<file path="src/design/cls_pkg.sv">
// Package with the shared types, state codes and status codes of the character literal scanner.
`timescale 1ns / 1ps

package cls_pkg;

  // Scan state codes.
  localparam logic [2:0] MODE_IDLE  = 3'd0;
  localparam logic [2:0] MODE_OPEN  = 3'd1;
  localparam logic [2:0] MODE_ESC   = 3'd2;
  localparam logic [2:0] MODE_HEX1  = 3'd3;
  localparam logic [2:0] MODE_HEX2  = 3'd4;
  localparam logic [2:0] MODE_CLOSE = 3'd5;
  localparam logic [2:0] MODE_SKIP  = 3'd6;

  // Result status codes.
  localparam logic [2:0] ST_OK           = 3'd0;
  localparam logic [2:0] ST_UNTERMINATED = 3'd1;
  localparam logic [2:0] ST_EMPTY        = 3'd2;
  localparam logic [2:0] ST_INCOMPLETE   = 3'd3;
  localparam logic [2:0] ST_BAD_HEX      = 3'd4;
  localparam logic [2:0] ST_UNKNOWN_ESC  = 3'd5;
  localparam logic [2:0] ST_MULTICHAR    = 3'd6;
  localparam logic [2:0] ST_NO_CLOSE     = 3'd7;

  // Character constants.
  localparam logic [7:0] CH_QUOTE     = 8'h27;
  localparam logic [7:0] CH_BACKSLASH = 8'h5C;
  localparam logic [7:0] CH_N         = 8'h6E;
  localparam logic [7:0] CH_T         = 8'h74;
  localparam logic [7:0] CH_X         = 8'h78;
  localparam logic [7:0] CH_NEWLINE   = 8'h0A;
  localparam logic [7:0] CH_TAB       = 8'h09;

  typedef struct packed {
    logic [7:0] data_byte;
    logic       end_of_input;
  } cls_req_t;

  typedef struct packed {
    logic [2:0] status;
    logic [7:0] char_value;
  } cls_rsp_t;

  typedef struct packed {
    logic [2:0] mode;
    logic [7:0] held;
    logic       emit;
    cls_rsp_t   rsp;
  } cls_step_t;

endpackage

</file>
<file path="src/design/cls_step.sv">
// Next-state and result logic of the scanner for one source byte.
`timescale 1ns / 1ps

module cls_step (
  input  logic [2:0]        mode_i,
  input  logic [7:0]        held_i,
  input  cls_pkg::cls_req_t req_i,
  output cls_pkg::cls_step_t step_o
);
  import cls_pkg::*;

  logic [7:0] b;
  logic       eoi;
  logic       is_digit;
  logic       is_lower;
  logic       is_upper;
  logic       hex_ok;
  logic [3:0] hex_val;

  assign b   = req_i.data_byte;
  assign eoi = req_i.end_of_input;

  assign is_digit = (b >= 8'h30) && (b <= 8'h39);
  assign is_lower = (b >= 8'h61) && (b <= 8'h66);
  assign is_upper = (b >= 8'h41) && (b <= 8'h46);
  assign hex_ok   = is_digit || is_lower || is_upper;
  // Letters a-f and A-F share the low nibble pattern 1..6, giving 10..15 after adding 9.
  assign hex_val  = is_digit ? b[3:0] : 4'(b[3:0] + 4'd9);

  always_comb begin
    logic       fin;
    logic [2:0] st;
    fin = 1'b0;
    st  = ST_OK;
    step_o.mode = mode_i;
    step_o.held = held_i;

    unique case (mode_i)
      MODE_OPEN: begin
        if (eoi) begin
          fin = 1'b1;
          st  = ST_UNTERMINATED;
        end else if (b == CH_QUOTE) begin
          fin = 1'b1;
          st  = ST_EMPTY;
        end else if (b == CH_BACKSLASH) begin
          step_o.mode = MODE_ESC;
        end else begin
          step_o.held = b;
          step_o.mode = MODE_CLOSE;
        end
      end
      MODE_ESC: begin
        if (eoi) begin
          fin = 1'b1;
          st  = ST_INCOMPLETE;
        end else begin
          unique case (b)
            CH_N: begin
              step_o.held = CH_NEWLINE;
              step_o.mode = MODE_CLOSE;
            end
            CH_T: begin
              step_o.held = CH_TAB;
              step_o.mode = MODE_CLOSE;
            end
            CH_BACKSLASH: begin
              step_o.held = CH_BACKSLASH;
              step_o.mode = MODE_CLOSE;
            end
            CH_QUOTE: begin
              step_o.held = CH_QUOTE;
              step_o.mode = MODE_CLOSE;
            end
            CH_X: begin
              step_o.mode = MODE_HEX1;
            end
            default: begin
              fin = 1'b1;
              st  = ST_UNKNOWN_ESC;
            end
          endcase
        end
      end
      MODE_HEX1: begin
        if (eoi || !hex_ok) begin
          fin = 1'b1;
          st  = ST_BAD_HEX;
        end else begin
          step_o.held = {4'd0, hex_val};
          step_o.mode = MODE_HEX2;
        end
      end
      MODE_HEX2, MODE_CLOSE: begin
        if ((mode_i == MODE_HEX2) && !eoi && hex_ok) begin
          step_o.held = {held_i[3:0], hex_val};
          step_o.mode = MODE_CLOSE;
        end else if (eoi) begin
          fin = 1'b1;
          st  = ST_NO_CLOSE;
        end else if (b == CH_QUOTE) begin
          fin = 1'b1;
          st  = ST_OK;
        end else begin
          step_o.mode = MODE_SKIP;
        end
      end
      MODE_SKIP: begin
        if (eoi || (b == CH_QUOTE)) begin
          fin = 1'b1;
          st  = ST_MULTICHAR;
        end
      end
      default: begin
        // Idle, and the unused code, wait for an opening quote.
        if (!eoi && (b == CH_QUOTE)) begin
          step_o.mode = MODE_OPEN;
          step_o.held = 8'd0;
        end else begin
          step_o.mode = MODE_IDLE;
        end
      end
    endcase

    if (fin) begin
      step_o.mode = MODE_IDLE;
      step_o.held = 8'd0;
    end
    step_o.emit           = fin;
    step_o.rsp.status     = st;
    step_o.rsp.char_value = (st == ST_OK) ? held_i : 8'd0;
  end

endmodule

</file>
<file path="src/design/char_literal_scanner_core.sv">
// Top level of the character literal scanner: state registers and result register.
// A result appears in the output register in the cycle after the byte is accepted.
// Throughput: one byte per cycle while not stalled; next-state logic is combinational.
// A byte is accepted whenever the result register is empty or is drained in the same cycle.
// Reset (asynchronous, active low) returns the scanner to idle with no result pending.
`timescale 1ns / 1ps

module char_literal_scanner_core (
  input  logic              clk_i,
  input  logic              rst_ni,
  input  logic              in_valid_i,
  output logic              in_ready_o,
  input  cls_pkg::cls_req_t in_req_i,
  output logic              out_valid_o,
  input  logic              out_ready_i,
  output cls_pkg::cls_rsp_t out_rsp_o
);
  import cls_pkg::*;

  logic [2:0] mode_q;
  logic [7:0] held_q;
  logic       out_valid_q;
  cls_rsp_t   out_rsp_q;
  cls_step_t  step;
  logic       accept;

  cls_step u_step (
    .mode_i (mode_q),
    .held_i (held_q),
    .req_i  (in_req_i),
    .step_o (step)
  );

  assign in_ready_o = !out_valid_q || out_ready_i;
  assign accept     = in_valid_i && in_ready_o;

  always_ff @(posedge clk_i or negedge rst_ni) begin
    if (!rst_ni) begin
      mode_q      <= MODE_IDLE;
      held_q      <= 8'd0;
      out_valid_q <= 1'b0;
    end else begin
      if (accept) begin
        mode_q      <= step.mode;
        held_q      <= step.held;
        out_valid_q <= step.emit;
      end else if (out_ready_i) begin
        out_valid_q <= 1'b0;
      end
    end
  end

  always_ff @(posedge clk_i) begin
    if (accept && step.emit) begin
      out_rsp_q <= step.rsp;
    end
  end

  assign out_valid_o = out_valid_q;
  assign out_rsp_o   = out_rsp_q;

endmodule

</file>
<file path="config.mk">
export PLATFORM = sky130hd
export DESIGN_NAME = char_literal_scanner_core
export DESIGN_NICKNAME = d
export VERILOG_FILES = /design/src/design/cls_pkg.sv /design/src/design/cls_step.sv /design/src/design/char_literal_scanner_core.sv
export SDC_FILE = /design/constraint.sdc
export NUM_CORES = 1
export LEC_CHECK = 0
export BUFFER_PORTS_ARGS = -buffer_cell sky130_fd_sc_hd__buf_2
export CORE_MARGIN = 2
export CORE_UTILIZATION = 50
export DETAILED_ROUTE_END_ITERATION = 8
export GPL_TIMING_DRIVEN = 0
export PLACE_DENSITY = 0.72
export RECOVER_POWER = 50
export SETUP_SLACK_MARGIN = 0.1
export SYNTH_ARGS = -nofsm -noshare
export SYNTH_HDL_FRONTEND = slang
export SYNTH_SLANG_ARGS = --single-unit
</file>
<file path="constraint.sdc">
create_clock -name clk_i -period 3.9 [get_ports clk_i]
set_input_delay 0.195 -clock clk_i [delete_from_list [all_inputs] [get_ports clk_i]]
set_output_delay 0.195 -clock clk_i [all_outputs]
set_load 0.02 [all_outputs]
</file>
==> run_results.csv <==
group,metric,value,unit
critical_path,worstSetupPathType,"reg -> reg",
cts,cts_root_buf,"clkbuf_4",
finish,area_growth,10.7,%
critical_path,critPathRequiredTime,3.85,ns
cts,h-tree-depth,1,
timing,setup_violations,0,
synthesis,synth.distinct_cells,55,
route,drc,0,
timing,finClkSkew,0.00571,ns
finish,final_cell_mix,"clkbuf_1 (23), nand2_1 (13), a21oi_1 (13), dfrtp_1 (12)",
cts,clockBufferDepth,2,
synthesis,synth_edf_count,11,
route,routed_wl,4370,um
synthesis,ys_ff_latch,23,
run,maxCapViolations,0,
floorplanning,row_count,20,
synthesis,yosys_warnings,0,
global_routing,grt_usage,24.3,%
critical_path,crit_path_max_fanout,11,
power,powerDensity,577,nW/um2
critical_path,start_kind,"flip-flop",
global_routing,grt-ovfl-total,0,
timing,fmax,334,MHz
critical_path,reg2reg_slack,0.91,ns
route,drt_iter0_markers,165,
worst_hold_path,min_path_type,"in -> reg",
cts,cts_buffers,3,
finish,num_antenna_cells,0,
critical_path,critPathTopFamily,"simple AND/OR/NAND/NOR gates",
finish,final_layout_size_suffix_gt1_share,9.77,%
global_routing,grt_max_degree,13,
placed_design,hpwl,3330,um
floorplanning,core_area,3100,um2
finish,nets,234,
route,wl_per_cell,16.9,um
timing,fin_crit,2.99,ns
placed_design,place_area,1830,um2
synthesis,syn_nets,206,
outcome,status,"complete, no violations",
cts,cts_sinks,23,
global_routing,grt_pass1_vias,1486,
floorplanning,fp.dieW,61.8,um
route,dr.pass1.iters,5,
timing,slew_violations,0,
cts,postCtsHoldBufs,1,
placed_design,place.gp.congestion,0.909,
power,power,1070,uW
cts,clk_latency,0.31,ns
finish,layout_commonest_cell,"clkbuf_1",
global_routing,grt_pass1_wl,6880,um
timing,setup_tns,0,ns
floorplanning,die_h,61.8,um
critical_path,cp_cell_sequence,"or3b_1 -> clkbuf_1 -> a41oi_1 -> and3_1 -> nor3_1 -> nor2_1",
route,vias,1656,
critical_path,critPathArrivalTime,2.94,ns
critical_path,slowest_stage,"nor2_1",
synthesis,synth_area_per_cell,8.87,um2
power,ir_drop,270,uV
synthesis,async_flop_share,52.2,%
timing,worst_slew_pin_slew,0.901,ns
critical_path,end_kind,"flip-flop",
cts,post-cts-setup-buffers,0,
cts,cts_resized,0,
floorplanning,ios,26,
floorplanning,dieArea,3810,um2
synthesis,synth_area,1670,um2
critical_path,path_buf_inv,1,
timing,hold_viol,0,
timing,rsz0062_at_grt,"false",
timing,relSlewSlack,39.7,%
critical_path,max_stage_delay,0.71,ns
synthesis,synthCells,188,
cts,clkTransAtPathRegs,0.11,ns
power,p_leak,0.000694,uW
placed_design,port-buffer-count,22,
timing,hold-worst-slack,0.166,ns
route,ant_nets,0,
floorplanning,initial_utilization,53.8,%
synthesis,ys_seq_area_share,37.8,%
synthesis,ys.flop_type,"dfrtp_1",
global_routing,antenna_found_initial,0,
timing,period_share,76.8,%
cts,cts_tree,"done",
finish,stdcell_area,1850,um2
route,viasPerCell,6.39,
-- final cells by class --
type	instances	area (um2)
flip-flops and latches	23	631
fillers	295	1260
well taps	44	55.1
plain buffers	12	55.1
repair buffers	23	103
multi-input cells	142	936
clock buffers	4	26.3
inverters	11	41.3
-- report_power, final --
part	total [uW]	switching, uW	internal, uW
sequential	371	30.7	340
clock	108	67.9	40.0
combinational	588	394	194
total	1070	492	574
-- path summary, 6_finish.rpt --
kind,startpoint,endpoint,cells after the start
min reg2reg,held_q[6],held_q[6],2
min,in_valid_i,out_valid_o,3
max reg2reg,mode_q[0],out_rsp_o[9],6
min in group asynchronous,rst_ni,held_q[3],2
max in group asynchronous,rst_ni,held_q[7],2
max,mode_q[0],out_rsp_o[9],6
-- synthesized netlist by cell type (2+ instances only) --
cell / n / area, um2
a31oi_1: 2 / 12.5
dfrtp_1: 12 / 300
nor4_1: 9 / 56.3
o22ai_1: 10 / 62.6
nor2b_1: 8 / 50.1
xnor2_1: 2 / 17.5
a22oi_1: 4 / 30.0
nand2b_1: 3 / 18.8
and3_1: 2 / 12.5
o211ai_1: 2 / 15.0
o21bai_1: 2 / 15.0
o21ai_1: 2 / 10.0
nor2_1: 10 / 37.5
clkbuf_1: 8 / 30.0
nand3_1: 4 / 20.0
inv_1: 11 / 41.3
nand4_1: 3 / 18.8
buf_2: 2 / 10.0
ha_1: 5 / 62.6
nor3_1: 4 / 20.0
nand2_1: 13 / 48.8
a21o_1: 2 / 15.0
a21oi_1: 13 / 65.1
edfxtp_1: 11 / 330
nor3b_1: 2 / 15.0
o21ai_0: 11 / 55.1
o22a_1: 3 / 26.3
-- per-stage QoR --
stage / setup WS (ns) / util [%] / instances
after global placement: 1.10 / 59.1 / 254
after floorplan: 1.50 / - / 188
after global routing: 0.799 / 59.5 / 259
after CTS: 0.948 / 60.2 / 259
after detailed placement: 0.968 / 59.1 / 254
final: 0.907 / 59.5 / 259
-- sequential cells by signal (all words and copies together) (netlist names) --
name	cells
mode_q	3
out_rsp_o	11
out_valid_o	1
held_q	8
-- kinds of logic after synthesis --
kind of cell | share of synthesized area (%)
AO/OA/AOI/OAI | 27.7
XOR/XNOR | 1.58
AND/OR/NAND/NOR | 23.4
flip-flops | 37.8
adder cells (fa/ha/maj) | 3.75
buffers and inverters | 5.78
-- worst min-delay path, delay by kind of cell --
family          cells  cell delay (ns)
compound gates      1             0.07
buf+inv             2             0.17
-- routing by layer --
layer  global-route usage [%]  wire length (um)
met5                        0                 0
met4                     7.29               104
met3                     4.76               368
met2                     38.5              2020
met1                     33.8              1880
Note: power is estimated with default switching activity, not from simulation.
